File: src/sv/wtsf_pkg.sv
`default_nettype none
// ----------------------------------------------------------------------------
// wtsf_pkg
// Shared types, constants and helper functions of the whitespace tolerant
// substring finder.
// ----------------------------------------------------------------------------
package wtsf_pkg;

    localparam int MAX_PATTERN  = 16;
    localparam int NEEDLE_BYTES = 16;
    localparam int CELLS        = 16;
    localparam int CNT_W        = 20;
    localparam int LEN_W        = 5;
    localparam int IDX_W        = $clog2(NEEDLE_BYTES);
    localparam int NEEDLE_W     = NEEDLE_BYTES * 8;
    localparam int CFG_W        = 64;

    // One pending bit per tracker cell, then the single-byte match, then the total.
    localparam int PEND_W       = CELLS + 2;
    localparam int SEL_W        = $clog2(PEND_W);
    localparam int START_BIT    = CELLS;
    localparam int TOTAL_BIT    = CELLS + 1;

    localparam logic [CNT_W-1:0] CNT_MAX  = {CNT_W{1'b1}};
    localparam logic [LEN_W-1:0] LEN_CAP  = LEN_W'(MAX_PATTERN < NEEDLE_BYTES ?
                                                   MAX_PATTERN : NEEDLE_BYTES);

    localparam logic [7:0] CHAR_SPACE   = 8'h20;
    localparam logic [7:0] CHAR_TAB     = 8'h09;
    localparam logic [7:0] CHAR_NEWLINE = 8'h0A;

    typedef enum logic [1:0] {
        CFG_NEEDLE_LENGTH = 2'd0,
        CFG_NEEDLE_LOW    = 2'd1,
        CFG_NEEDLE_HIGH   = 2'd2
    } cfg_index_t;

    typedef struct packed {
        logic [CNT_W-1:0] row;
        logic [CNT_W-1:0] col;
    } pos_t;

    typedef struct packed {
        logic             live;
        logic             good;
        logic [LEN_W-1:0] pos;
        pos_t             start;
    } tracker_t;

    // Per-byte control broadcast to every cell of the chain.
    typedef struct packed {
        logic             advance;
        logic             flush;
        logic [7:0]       text_byte;
        logic             is_ws;
        logic [LEN_W-1:0] len;
    } step_ctx_t;

    function automatic logic [CNT_W-1:0] sat_inc(input logic [CNT_W-1:0] v);
        return (v == CNT_MAX) ? v : v + 1'b1;
    endfunction

    function automatic logic [7:0] needle_byte(input logic [NEEDLE_W-1:0] needle,
                                               input logic [IDX_W-1:0]    idx);
        return needle[idx * 8 +: 8];
    endfunction

endpackage

`default_nettype wire

File: src/sv/wtsf_cell.sv
`default_nettype none
// ----------------------------------------------------------------------------
// wtsf_cell
// One tracker of the chain. It advances on each accepted byte and either
// keeps its own state or takes the state handed down by its upper neighbor.
// ----------------------------------------------------------------------------
module wtsf_cell (
    input  wire logic                           aclk,
    input  wire logic                           aresetn,
    input  wire wtsf_pkg::step_ctx_t            ctx,
    input  wire logic [wtsf_pkg::NEEDLE_W-1:0]  needle,
    input  wire wtsf_pkg::tracker_t             upper,
    input  wire logic                           hole_in,
    output wtsf_pkg::tracker_t                  handoff,
    output logic                                hole_out,
    output logic                                hit,
    output wtsf_pkg::pos_t                      hit_pos,
    output logic                                live
);

    wtsf_pkg::tracker_t cell_reg;
    wtsf_pkg::tracker_t cell_next;
    wtsf_pkg::tracker_t upd;
    logic [7:0]         exp_byte;
    logic               done;

    always_comb begin
        upd      = cell_reg;
        exp_byte = wtsf_pkg::needle_byte(needle, cell_reg.pos[wtsf_pkg::IDX_W-1:0]);
        if (cell_reg.live && (cell_reg.pos < ctx.len)) begin
            if (ctx.text_byte == exp_byte) begin
                upd.pos = cell_reg.pos + 1'b1;
            end else if (!ctx.is_ws) begin
                upd.good = 1'b0;
                upd.pos  = cell_reg.pos + 1'b1;
            end
        end
        done         = cell_reg.live && (upd.pos >= ctx.len);
        handoff      = upd;
        handoff.live = cell_reg.live && !done;
    end

    assign hit      = done && upd.good;
    assign hit_pos  = cell_reg.start;
    assign live     = cell_reg.live;
    // A freed slot here or below pulls everything above down by one place.
    assign hole_out = hole_in || !handoff.live;

    always_comb begin
        if (ctx.flush) begin
            cell_next      = handoff;
            cell_next.live = 1'b0;
        end else if (hole_out) begin
            cell_next = upper;
        end else begin
            cell_next = handoff;
        end
    end

    always_ff @(posedge aclk) begin
        if (!aresetn) begin
            cell_reg.live <= 1'b0;
        end else if (ctx.advance) begin
            cell_reg <= cell_next;
        end
    end

endmodule

`default_nettype wire

File: src/sv/wtsf_out.sv
`default_nettype none
// ----------------------------------------------------------------------------
// wtsf_out
// Result stage and output register. Holds one byte's results, keeps the running
// match count and sends results one per cycle unless stalled, oldest tracker first.
// ----------------------------------------------------------------------------
module wtsf_out (
    input  wire logic                           aclk,
    input  wire logic                           aresetn,
    input  wire logic                           load,
    input  wire logic [wtsf_pkg::PEND_W-1:0]    load_pend,
    input  wire wtsf_pkg::pos_t                 load_pos [wtsf_pkg::PEND_W],
    output logic                                stage_ready,
    output logic                                m_valid,
    input  wire logic                           m_ready,
    output logic [wtsf_pkg::CNT_W-1:0]          m_hit_row,
    output logic [wtsf_pkg::CNT_W-1:0]          m_hit_column,
    output logic [wtsf_pkg::CNT_W-1:0]          m_match_total,
    output logic                                m_is_total,
    output logic                                m_run_end
);

    logic [wtsf_pkg::PEND_W-1:0] pend_reg;
    logic [wtsf_pkg::PEND_W-1:0] pend_next;
    wtsf_pkg::pos_t              pos_reg [wtsf_pkg::PEND_W];
    logic [wtsf_pkg::CNT_W-1:0]  count_reg;
    logic [wtsf_pkg::CNT_W-1:0]  count_next;
    logic                        valid_reg;
    logic [wtsf_pkg::CNT_W-1:0]  row_reg;
    logic [wtsf_pkg::CNT_W-1:0]  col_reg;
    logic [wtsf_pkg::CNT_W-1:0]  total_reg;
    logic                        is_total_reg;
    logic                        run_end_reg;

    logic [wtsf_pkg::SEL_W-1:0]  sel;
    logic [wtsf_pkg::PEND_W-1:0] sel_mask;
    logic [wtsf_pkg::PEND_W-1:0] rest;
    logic                        out_free;
    logic                        drain;
    logic                        sel_total;
    logic                        last_left;

    // Lowest pending bit goes first.
    always_comb begin
        sel = '0;
        for (int i = wtsf_pkg::PEND_W - 1; i >= 0; i--) begin
            if (pend_reg[i]) begin
                sel = wtsf_pkg::SEL_W'(i);
            end
        end
    end

    assign sel_mask  = wtsf_pkg::PEND_W'(1) << sel;
    assign rest      = pend_reg & ~sel_mask;
    assign out_free  = !valid_reg || m_ready;
    assign drain     = out_free && (pend_reg != '0);
    assign sel_total = (sel == wtsf_pkg::SEL_W'(wtsf_pkg::TOTAL_BIT));
    assign last_left = (pend_reg != '0) && (rest == '0);
    assign count_next = sel_total ? count_reg : wtsf_pkg::sat_inc(count_reg);

    assign stage_ready = (pend_reg == '0) || (last_left && out_free);

    always_comb begin
        if (load) begin
            pend_next = load_pend;
        end else if (drain) begin
            pend_next = rest;
        end else begin
            pend_next = pend_reg;
        end
    end

    always_ff @(posedge aclk) begin
        if (!aresetn) begin
            pend_reg  <= '0;
            count_reg <= '0;
            valid_reg <= 1'b0;
        end else begin
            pend_reg <= pend_next;
            if (drain) begin
                count_reg <= count_next;
                valid_reg <= 1'b1;
            end else if (m_ready) begin
                valid_reg <= 1'b0;
            end
        end
    end

    always_ff @(posedge aclk) begin
        if (load) begin
            pos_reg <= load_pos;
        end
        if (drain) begin
            row_reg      <= pos_reg[sel].row;
            col_reg      <= pos_reg[sel].col;
            total_reg    <= count_next;
            is_total_reg <= sel_total;
            run_end_reg  <= (rest == '0);
        end
    end

    assign m_valid       = valid_reg;
    assign m_hit_row     = row_reg;
    assign m_hit_column  = col_reg;
    assign m_match_total = total_reg;
    assign m_is_total    = is_total_reg;
    assign m_run_end     = run_end_reg;

endmodule

`default_nettype wire

File: src/sv/whitespace_tolerant_substring_finder.sv
`default_nettype none
// ----------------------------------------------------------------------------
// whitespace_tolerant_substring_finder
// Streams text bytes and reports every start of a configured needle of up to
// sixteen bytes, skipping stray spaces, tabs and newlines inside a match.
// ----------------------------------------------------------------------------
// The block takes one text byte per cycle while each byte causes at most one
// result and the output is not stalled. A byte with more results (completed
// matches, plus the total on the final byte) holds the input while the result
// stage hands them to the single output register one per cycle unless stalled;
// the next byte is taken in the same cycle as the last result of the previous
// one. Sixteen tracker cells form a chain ordered by age, the oldest at cell 0.
// On each accepted byte every cell compares the byte against the needle byte
// it expects; a finished tracker frees its cell, and all cells above the lowest
// free one shift down by one place, so a new tracker always enters at the top
// of the chain. When all sixteen cells stay busy a new start is ignored.
// Configuration is written through cfg_wr_en, cfg_index and cfg_wr_data and
// must only change while the block is idle. There is no clearing pass after
// reset; the block is ready as soon as reset is released.
// ----------------------------------------------------------------------------
module whitespace_tolerant_substring_finder (
    input  wire logic                           aclk,
    input  wire logic                           aresetn,
    // Configuration write port.
    input  wire logic                           cfg_wr_en,
    input  wire logic [1:0]                     cfg_index,
    input  wire logic [wtsf_pkg::CFG_W-1:0]     cfg_wr_data,
    // Text input channel.
    input  wire logic                           s_valid,
    output logic                                s_ready,
    input  wire logic [7:0]                     s_text_byte,
    input  wire logic                           s_final_byte,
    // Result channel.
    output logic                                m_valid,
    input  wire logic                           m_ready,
    output logic [wtsf_pkg::CNT_W-1:0]          m_hit_row,
    output logic [wtsf_pkg::CNT_W-1:0]          m_hit_column,
    output logic [wtsf_pkg::CNT_W-1:0]          m_match_total,
    output logic                                m_is_total,
    output logic                                m_run_end
);

    // Configuration registers.
    logic [wtsf_pkg::LEN_W-1:0]     needle_length_reg;
    logic [wtsf_pkg::CFG_W-1:0]     needle_low_reg;
    logic [wtsf_pkg::CFG_W-1:0]     needle_high_reg;
    logic [wtsf_pkg::NEEDLE_W-1:0]  needle;
    logic [wtsf_pkg::LEN_W-1:0]     len_eff;

    // Text position counters.
    logic [wtsf_pkg::CNT_W-1:0]     row_reg;
    logic [wtsf_pkg::CNT_W-1:0]     row_next;
    logic [wtsf_pkg::CNT_W-1:0]     col_reg;
    logic [wtsf_pkg::CNT_W-1:0]     col_next;

    logic                           accept;
    logic                           starts;
    logic                           single;
    wtsf_pkg::step_ctx_t            ctx;
    wtsf_pkg::tracker_t             new_trk;

    // Chain wiring: handoff[CELLS] is the tracker entering at the top.
    wtsf_pkg::tracker_t             handoff [wtsf_pkg::CELLS+1];
    logic [wtsf_pkg::CELLS:0]       hole_chain;
    logic [wtsf_pkg::CELLS-1:0]     hit_vec;
    logic [wtsf_pkg::CELLS-1:0]     live_vec;
    wtsf_pkg::pos_t                 load_pos [wtsf_pkg::PEND_W];
    logic [wtsf_pkg::PEND_W-1:0]    load_pend;
    logic                           stage_ready;

    // ---------------------------------------------------------------------
    // Configuration. Register indexes beyond the list are ignored.
    // ---------------------------------------------------------------------
    always_ff @(posedge aclk) begin
        if (!aresetn) begin
            needle_length_reg <= wtsf_pkg::LEN_W'(1);
            needle_low_reg    <= '0;
            needle_high_reg   <= '0;
        end else if (cfg_wr_en) begin
            unique case (cfg_index)
                wtsf_pkg::CFG_NEEDLE_LENGTH: begin
                    needle_length_reg <= cfg_wr_data[wtsf_pkg::LEN_W-1:0];
                end
                wtsf_pkg::CFG_NEEDLE_LOW: begin
                    needle_low_reg <= cfg_wr_data;
                end
                wtsf_pkg::CFG_NEEDLE_HIGH: begin
                    needle_high_reg <= cfg_wr_data;
                end
                default: begin
                end
            endcase
        end
    end

    assign needle = {needle_high_reg, needle_low_reg};

    // A length of zero behaves as one, anything above the cap as the cap.
    always_comb begin
        if (needle_length_reg == '0) begin
            len_eff = wtsf_pkg::LEN_W'(1);
        end else if (needle_length_reg > wtsf_pkg::LEN_CAP) begin
            len_eff = wtsf_pkg::LEN_CAP;
        end else begin
            len_eff = needle_length_reg;
        end
    end

    // ---------------------------------------------------------------------
    // Byte handling. A request is taken whenever the result stage can hold
    // this byte's results.
    // ---------------------------------------------------------------------
    assign s_ready = stage_ready;
    assign accept  = s_valid && s_ready;

    assign ctx.advance   = accept;
    assign ctx.flush     = s_final_byte;
    assign ctx.text_byte = s_text_byte;
    assign ctx.is_ws     = (s_text_byte == wtsf_pkg::CHAR_SPACE) ||
                           (s_text_byte == wtsf_pkg::CHAR_TAB)   ||
                           (s_text_byte == wtsf_pkg::CHAR_NEWLINE);
    assign ctx.len       = len_eff;

    assign starts = (s_text_byte == needle[7:0]);
    assign single = (len_eff == wtsf_pkg::LEN_W'(1));

    // A new tracker has already consumed the needle's first byte. It only
    // lands in the chain when some cell frees up this cycle or was free.
    assign new_trk.live      = starts && !single;
    assign new_trk.good      = 1'b1;
    assign new_trk.pos       = wtsf_pkg::LEN_W'(1);
    assign new_trk.start.row = row_reg;
    assign new_trk.start.col = col_reg;
    assign handoff[wtsf_pkg::CELLS] = new_trk;
    assign hole_chain[0]     = 1'b0;

    for (genvar i = 0; i < wtsf_pkg::CELLS; i++) begin : g_cell
        wtsf_cell u_cell (
            .aclk     (aclk),
            .aresetn  (aresetn),
            .ctx      (ctx),
            .needle   (needle),
            .upper    (handoff[i+1]),
            .hole_in  (hole_chain[i]),
            .handoff  (handoff[i]),
            .hole_out (hole_chain[i+1]),
            .hit      (hit_vec[i]),
            .hit_pos  (load_pos[i]),
            .live     (live_vec[i])
        );
    end

    // The single-byte match comes after the cells' matches, the total last.
    assign load_pos[wtsf_pkg::START_BIT].row = row_reg;
    assign load_pos[wtsf_pkg::START_BIT].col = col_reg;
    assign load_pos[wtsf_pkg::TOTAL_BIT]     = '0;
    assign load_pend = {s_final_byte, starts && single, hit_vec};

    // A newline moves to the next row unless it opens a match, in which
    // case it only advances the column like any other byte.
    always_comb begin
        row_next = row_reg;
        col_next = wtsf_pkg::sat_inc(col_reg);
        if (!starts && (s_text_byte == wtsf_pkg::CHAR_NEWLINE)) begin
            row_next = wtsf_pkg::sat_inc(row_reg);
            col_next = wtsf_pkg::CNT_W'(1);
        end
    end

    always_ff @(posedge aclk) begin
        if (!aresetn) begin
            row_reg <= wtsf_pkg::CNT_W'(1);
            col_reg <= wtsf_pkg::CNT_W'(1);
        end else if (accept) begin
            row_reg <= row_next;
            col_reg <= col_next;
        end
    end

    // ---------------------------------------------------------------------
    // Result stage and output register.
    // ---------------------------------------------------------------------
    wtsf_out u_out (
        .aclk          (aclk),
        .aresetn       (aresetn),
        .load          (accept),
        .load_pend     (load_pend),
        .load_pos      (load_pos),
        .stage_ready   (stage_ready),
        .m_valid       (m_valid),
        .m_ready       (m_ready),
        .m_hit_row     (m_hit_row),
        .m_hit_column  (m_hit_column),
        .m_match_total (m_match_total),
        .m_is_total    (m_is_total),
        .m_run_end     (m_run_end)
    );

`ifndef NO_ASSERTIONS
    // The final byte leaves no tracker behind.
    a_flush_clears: assert property (@(posedge aclk) disable iff (!aresetn)
        accept && s_final_byte |=> (live_vec == '0))
        else $error("trackers survived the final byte");

    // Trackers move only when a byte is taken.
    a_cells_hold: assert property (@(posedge aclk) disable iff (!aresetn)
        !accept |=> $stable(live_vec))
        else $error("tracker chain changed without a byte");

    // A total result closes its byte and carries no position.
    a_total_shape: assert property (@(posedge aclk) disable iff (!aresetn)
        m_valid && m_is_total |-> m_run_end && (m_hit_row == '0) && (m_hit_column == '0))
        else $error("malformed total result");

    // Results of one byte follow each other without a gap.
    a_no_gap: assert property (@(posedge aclk) disable iff (!aresetn)
        m_valid && m_ready && !m_run_end |=> m_valid)
        else $error("gap inside one byte's results");
`endif

endmodule

`default_nettype wire
File: config.mk
export PLATFORM = sky130hd
export DESIGN_NAME = whitespace_tolerant_substring_finder
export DESIGN_NICKNAME = d
export VERILOG_FILES = /design/src/sv/wtsf_pkg.sv /design/src/sv/wtsf_cell.sv /design/src/sv/wtsf_out.sv /design/src/sv/whitespace_tolerant_substring_finder.sv
export SDC_FILE = /design/constraint.sdc
export NUM_CORES = 2
export LEC_CHECK = 0
export BUFFER_PORTS_ARGS = -buffer_cell sky130_fd_sc_hd__buf_2
export CAP_MARGIN = 20
export CORE_MARGIN = 2
export CORE_UTILIZATION = 56
export CTS_CLUSTER_DIAMETER = 150
export DETAILED_ROUTE_END_ITERATION = 12
export MAX_ROUTING_LAYER = met4
export PLACE_DENSITY = 0.74
export SLEW_MARGIN = 40
export SYNTH_ARGS = -nofsm -noshare
export SYNTH_HDL_FRONTEND = slang
export SYNTH_SLANG_ARGS = --single-unit
File: constraint.sdc
create_clock -name aclk -period 45.9 [get_ports aclk]
set_clock_uncertainty 0.05 [all_clocks]
set_input_delay 13.77 -clock aclk [delete_from_list [all_inputs] [get_ports aclk]]
set_output_delay 13.77 -clock aclk [all_outputs]
set_load 0.01 [all_outputs]
* Yosys cells after proc, flatten, opt, wreduce, memory -nomap -nowiden
Cells that the tools add are included.
** Operators by class
- Magnitude comparators :: 34
- Bitwise gates (word level) :: 6
- Muxes and demuxes :: 127
- Shifts and indexed selects :: 17
- $add $sub $neg :: 19
- Equal/unequal tests :: 28
- Reductions and logical operators :: 154
** Operators with widths (count)
- 128-bit by 8-bit variable part select with 8-bit output :: 16
- 47-bit two-way mux :: 32
- 40-bit binary-select mux with 5-bit select :: 1
- 6-bit two-way mux :: 32
- 5-bit two-way mux :: 36
- 8-bit == test :: 17
- 5-bit by 1-bit adder with 5-bit output (second input constant) :: 16
- 5-bit >= comparator :: 16
- 5-bit less-than comparator :: 16
- 20-bit two-way mux :: 4
- 40-bit two-way mux :: 2
- 1-bit logical AND :: 71
- 4-bit AND reduction :: 16
- 20-bit by 1-bit adder with 20-bit output (second input constant) :: 3
- 20-bit == test (second input constant) :: 3
- 18-bit logical NOT :: 2
- 18-bit two-way mux :: 2
- 1-bit logical NOT :: 35
- 1-bit logical OR :: 19
- 18-bit bitwise AND :: 1
- 1-bit two-way mux :: 18
- 18-bit inverter :: 1
- 18-bit nonzero test :: 1
- 1-bit by 5-bit << shifter with 18-bit output (first input constant) :: 1
- other kinds (16) :: 24
** Storage, ports and cells
- Logic and storage cells :: 512
- Input bits :: 80
- Output and inout bits :: 64
- Flip-flop bits (word level) :: 1706

* Longest topological paths before layout
- Depth after elaboration :: 28
- Depth in mapped cells :: 22
- Gate-level depth less buffers :: 21

* Hierarchy
From an unflattened synthesis, not the netlist that was laid out.
** Unflattened totals
- Cell total of the unflattened synthesis :: 8278
- Area, all modules :: 100921.8 um2
** Modules (own cells, without submodules)
- wtsf_out :: area each 32174.6 um2, cells an instance 2032, sequential area each 24263.3 um2, times used 1
- wtsf_cell (g_cell[1].u_cell ...) :: area each 3827.4 um2, cells an instance 319, sequential area each 1401.3 um2, times used 8
- wtsf_cell (g_cell[0].u_cell ...) :: area each 3901.2 um2, cells an instance 356, sequential area each 1401.3 um2, times used 7
- whitespace_tolerant_substring_finder :: area each 6944.2 um2, cells an instance 874, sequential area each 3463.3 um2, times used 1
- wtsf_cell (g_cell[9].u_cell) :: area each 3875.0 um2, cells an instance 328, sequential area each 1401.3 um2, times used 1

* Worst setup path after synthesis
No wires, ideal clock.
- Path type :: input port to flip-flop
- From :: in m_ready
- To :: reg g_cell[4].u_cell.cell_reg (netlist bit g_cell[4].u_cell.handoff[0]) (enable)
- Buffers on the path :: 2
- Cell stages on the path :: 7
- Path slack :: 9.672 ns
- Arrival time :: 35.776 ns
- Library setup time :: 0.401 ns
- Data required time :: 45.449 ns
- Path through :: nand2b_1 > and2_1 > a32oi_1 > buf_4 > inv_1 > buf_1 > and3_1
** On the way
- Word-level cells in the longest chain between the ends :: 5
** RTL lines
- from (decl) :: line whitespace_tolerant_substring_finder.sv:35 : input wire logic m_ready,
- 1-bit logical OR :: line wtsf_out.sv:55 : assign out_free = !valid_reg || m_ready;
- 1-bit logical AND :: line wtsf_out.sv:61 : assign stage_ready = (pend_reg == '0) || (last_left && out_free);
- 1-bit logical OR :: line wtsf_out.sv:61
- 1-bit logical AND :: line whitespace_tolerant_substring_finder.sv:114 : assign accept = s_valid && s_ready;
- net accept :: line whitespace_tolerant_substring_finder.sv:56 : logic accept;
- 4-bit AND reduction (no line)
- to (signal assigned) :: line wtsf_cell.sv:64 : cell_reg <= cell_next;
- to (decl) :: line wtsf_cell.sv:21 : wtsf_pkg::tracker_t cell_reg;
The timed path passes the listed nets, and every way through them passes these cells.
A chain may end at the register's enable or synchronous reset.

* Final worst setup path
- From :: in m_ready
- To :: out s_ready
** On the way
- Word-level cells in the longest chain between the ends :: 3
** RTL lines
- 1-bit logical OR :: line wtsf_out.sv:55
- 1-bit logical AND :: line wtsf_out.sv:61
- 1-bit logical OR :: line wtsf_out.sv:61
- to (decl) :: line whitespace_tolerant_substring_finder.sv:30 : output logic s_ready,
No other way between the ends.

==> metrics.md <==
| Metric | Value |
|---|---|
| HP Class | reg2reg |
| Synth cell count leaders | edfxtp_1 (1478), nand2_1 (769), mux2i_1 (458), a21oi_1 (439), clkbuf_1 (436) |
| Synth Area in Compound Gates | 9.46% |
| Setup bufs post-CTS | 0 |
| Multi-input gate area | 34500 sq um |
| Largest register FFs | 680 |
| RSZ-0062 raised after global routing | no |
| Critical path peak fanout | 5 |
| Pin count of the biggest net entering global routing | 133 |
| Cell count after placement | 8358 |
| Worst Setup SP | m_ready |
| Syn_nets | 6735 |
| Worst setup path category | in2out |
| Period minus WS final | 28.49 ns |
| Ranking of synthesized cells by area | edfxtp_1 (52%), mux4_2 (11%), mux2i_1 (5.3%) |
| Clock sink count | 1706 |
| IO Port Bufs | 143 |
| Worst-Margin Slew | 0.945 ns |
| Top Ports | 144 |
| # hold bufs at CTS | 0 |
| Distinct cells, synth | 80 |
| Routed wire length | 277000 um |
| DIE AREA | 156000 sq um |
| Total congestion overflow | 0 |
| Yosys Warn Count | 0 |
| # DRC | 0 |
| Non-filler cells, final | 8674 |
| Cell taking the most area after synthesis | edfxtp_1 |
| Total GRT Usage | 35.9% |
| CTS Buf Count | 163 |
| Remaining antenna violation count | 0 |
| Reg area | 48900 sq um |
| Reg-to-reg startpoint | g_cell[10].u_cell.cell_reg[40] |
| Die span in x | 396 um |
| Adder-Cell Fraction of Synth Area | 2.39% |
| R2r setup slk | 37.45 ns |
| Layout cells sized above 1 | 17.7% |
| Layout Nets | 6742 |
| Critical Path RT | 32.08 ns |
| Fill count | 11100 |
| Crit start category | input port |
| Clock transition at the registers of the reported paths | 0.07 ns |
| Hold wc startpoint | g_cell[0].u_cell.handoff[14] |
| XOR/XNOR Fraction of Synth Area | 2.20% |
| Area of the mapped netlist | 85900 sq um |
| Fin crit share | 62.1% |
| Clock Tree Buf Depth | 3 |
| Final setup violation count | 0 |
| Ys async rst share | 0% |
| Core Util, Final | 62.4% |
| Rows | 143 |
| Synth Instances | 6492 |
| Count leader, synth | edfxtp_1 |
| Sequential element share of the synthesized area | 57.0% |
| Initial antenna violation count | 11 |
| Iteration-0 DRC Markers | 8534 |
| Dominant synthesized flop cell | edfxtp_1 |
| Synth Register Bits | 1706 |
| Cts repair resizes | 0 |
| Hpwl dp | 167000 um |
| WL/cell | 31.9 um |
| DR vias/cell | 7.02 |
| Starting density of the core | 56.5% |
| Slew margin rel. | 36.7% |
| Main combinational cell family by area after synthesis | multiplexers |
| Clock root buffer | clkbuf_16 |
| Max-cap violations | 0 |
| Endpoints failing hold | 0 |
| Vias in the first global route | 59100 |
| Die H | 396 um |
| Status | complete, no violations |
| Clock latency on the worst-skew pair | 0.83 ns |
| Yosys top cell area share | 51.7% |
| First-pass GRT wire length | 399000 um |
| Final Wtd Congestion | 1.05 |
| Vias post-DR | 60900 |
| CP endpoint kind | primary output |
| Post-synthesis mux area share | 16.6% |
| Pre-antenna DRT Iters | 8 |
| Setup_tns | 0 ns |
| CTS tree | done |
| Power Dens Cells | 38.9 nW/um^2 |
| Worst IR drop on VDD | 33.2 uV |
| Avg Inst Size Synth | 13.2 sq um |
| Max-slew violations | 0 |
| CTS HTree Levels | 4 |
| Fmax | 35.1 MHz |
| Area delta synth->final | 10.6% |
| Worst EP arrival | 14.67 ns |
| Post-synth EDFFs | 1478 |
| Core ar. | 152000 sq um |
| Post-synthesis simple-gate area fraction | 9.18% |
| LEAKAGE | 33.6 nW |
## per-stage QoR
stage / setup WS [ns] / hold slack [ns] / power, mW / area [sq um]
after floorplan: 9.67 / 0.350 / 2.22 / 85900
after global routing: 17.38 / 0.369 / 3.79 / 94900
after detailed placement: 17.45 / 0.355 / 2.33 / 89300
final: 17.41 / 0.362 / 3.69 / 94900
after CTS: 17.43 / 0.365 / 3.69 / 94800
after global placement: 17.45 / 0.351 / 2.32 / 89000
## critical path, stage by stage
cell and delay (ns):
buf_2 0.26, nand2b_1 0.24, a21o_1 0.23, buf_2 0.16
## cell families (layout without fill, tap and decap cells)
| logic type | after synthesis | after routing |
|---|---|---|
| simple gates | 1605 | 1605 |
| flops | 1706 | 1706 |
| buf+inv | 693 | 836 |
| mux | 896 | 896 |
| xor+xnor | 216 | 216 |
| compound gates | 1212 | 1212 |
| fa+ha+maj | 164 | 164 |
| other cells | 0 | 9 |
## placed cells by master, fill, tap and decap left out, drive strengths merged, types with 51 or more instances in the layout
| master | count |
|---|---|
| a211oi | 72 |
| nor2 | 146 |
| nand3 | 166 |
| clkbuf | 193 |
| a211o | 53 |
| buf | 417 |
| clkinv | 82 |
| xor2 | 80 |
| a22o | 68 |
| ha | 163 |
| nand2 | 769 |
| nor3 | 91 |
| a21oi | 439 |
| dfxtp | 228 |
| edfxtp | 1478 |
| a221oi | 58 |
| mux4 | 424 |
| o21ai | 91 |
| a22oi | 134 |
| xnor2 | 136 |
| nor2b | 51 |
| inv | 118 |
| mux2i | 458 |
## metal layers
layer / vias up / GRT usage [%] / part of all wire, %
met4: 0 / 21.8 / 7.3
li1: 25300 / - / -
met1: 30000 / 44.6 / 36
met5: - / - / 0
met3: 1106 / 9.21 / 12
met2: 4501 / 53.2 / 45
## worst paths after layout
check                                  endpoint  cells past startpoint
setup / recovery                        s_ready                      4
hold / removal               u_out.pos_reg[694]                      0
setup reg to reg  g_cell[15].u_cell.handoff[25]                     19
hold reg to reg              u_out.pos_reg[694]                      0
## layout make-up
| type | instances | area share [%] |
|---|---|---|
| Antenna cell | 9 | 0.0237 |
| Clock buffer | 192 | 4.48 |
| Clock inverter | 109 | 1.29 |
| Inverter | 117 | 0.488 |
| Multi-Input combinational cell | 4093 | 36.3 |
| Sequential cell | 1706 | 51.6 |
| Tap cell | 2030 | 2.68 |
| Timing Repair Buffer | 418 | 3.15 |
## power breakdown
group	total (mW)	internal, mW	switching (mW)
Clock	1.37	0.773	0.600
Combinational	0.475	0.161	0.314
Sequential	1.84	1.80	0.0461
Total	3.69	2.73	0.960
No activity file was read; power rests on OpenSTA's default activity.
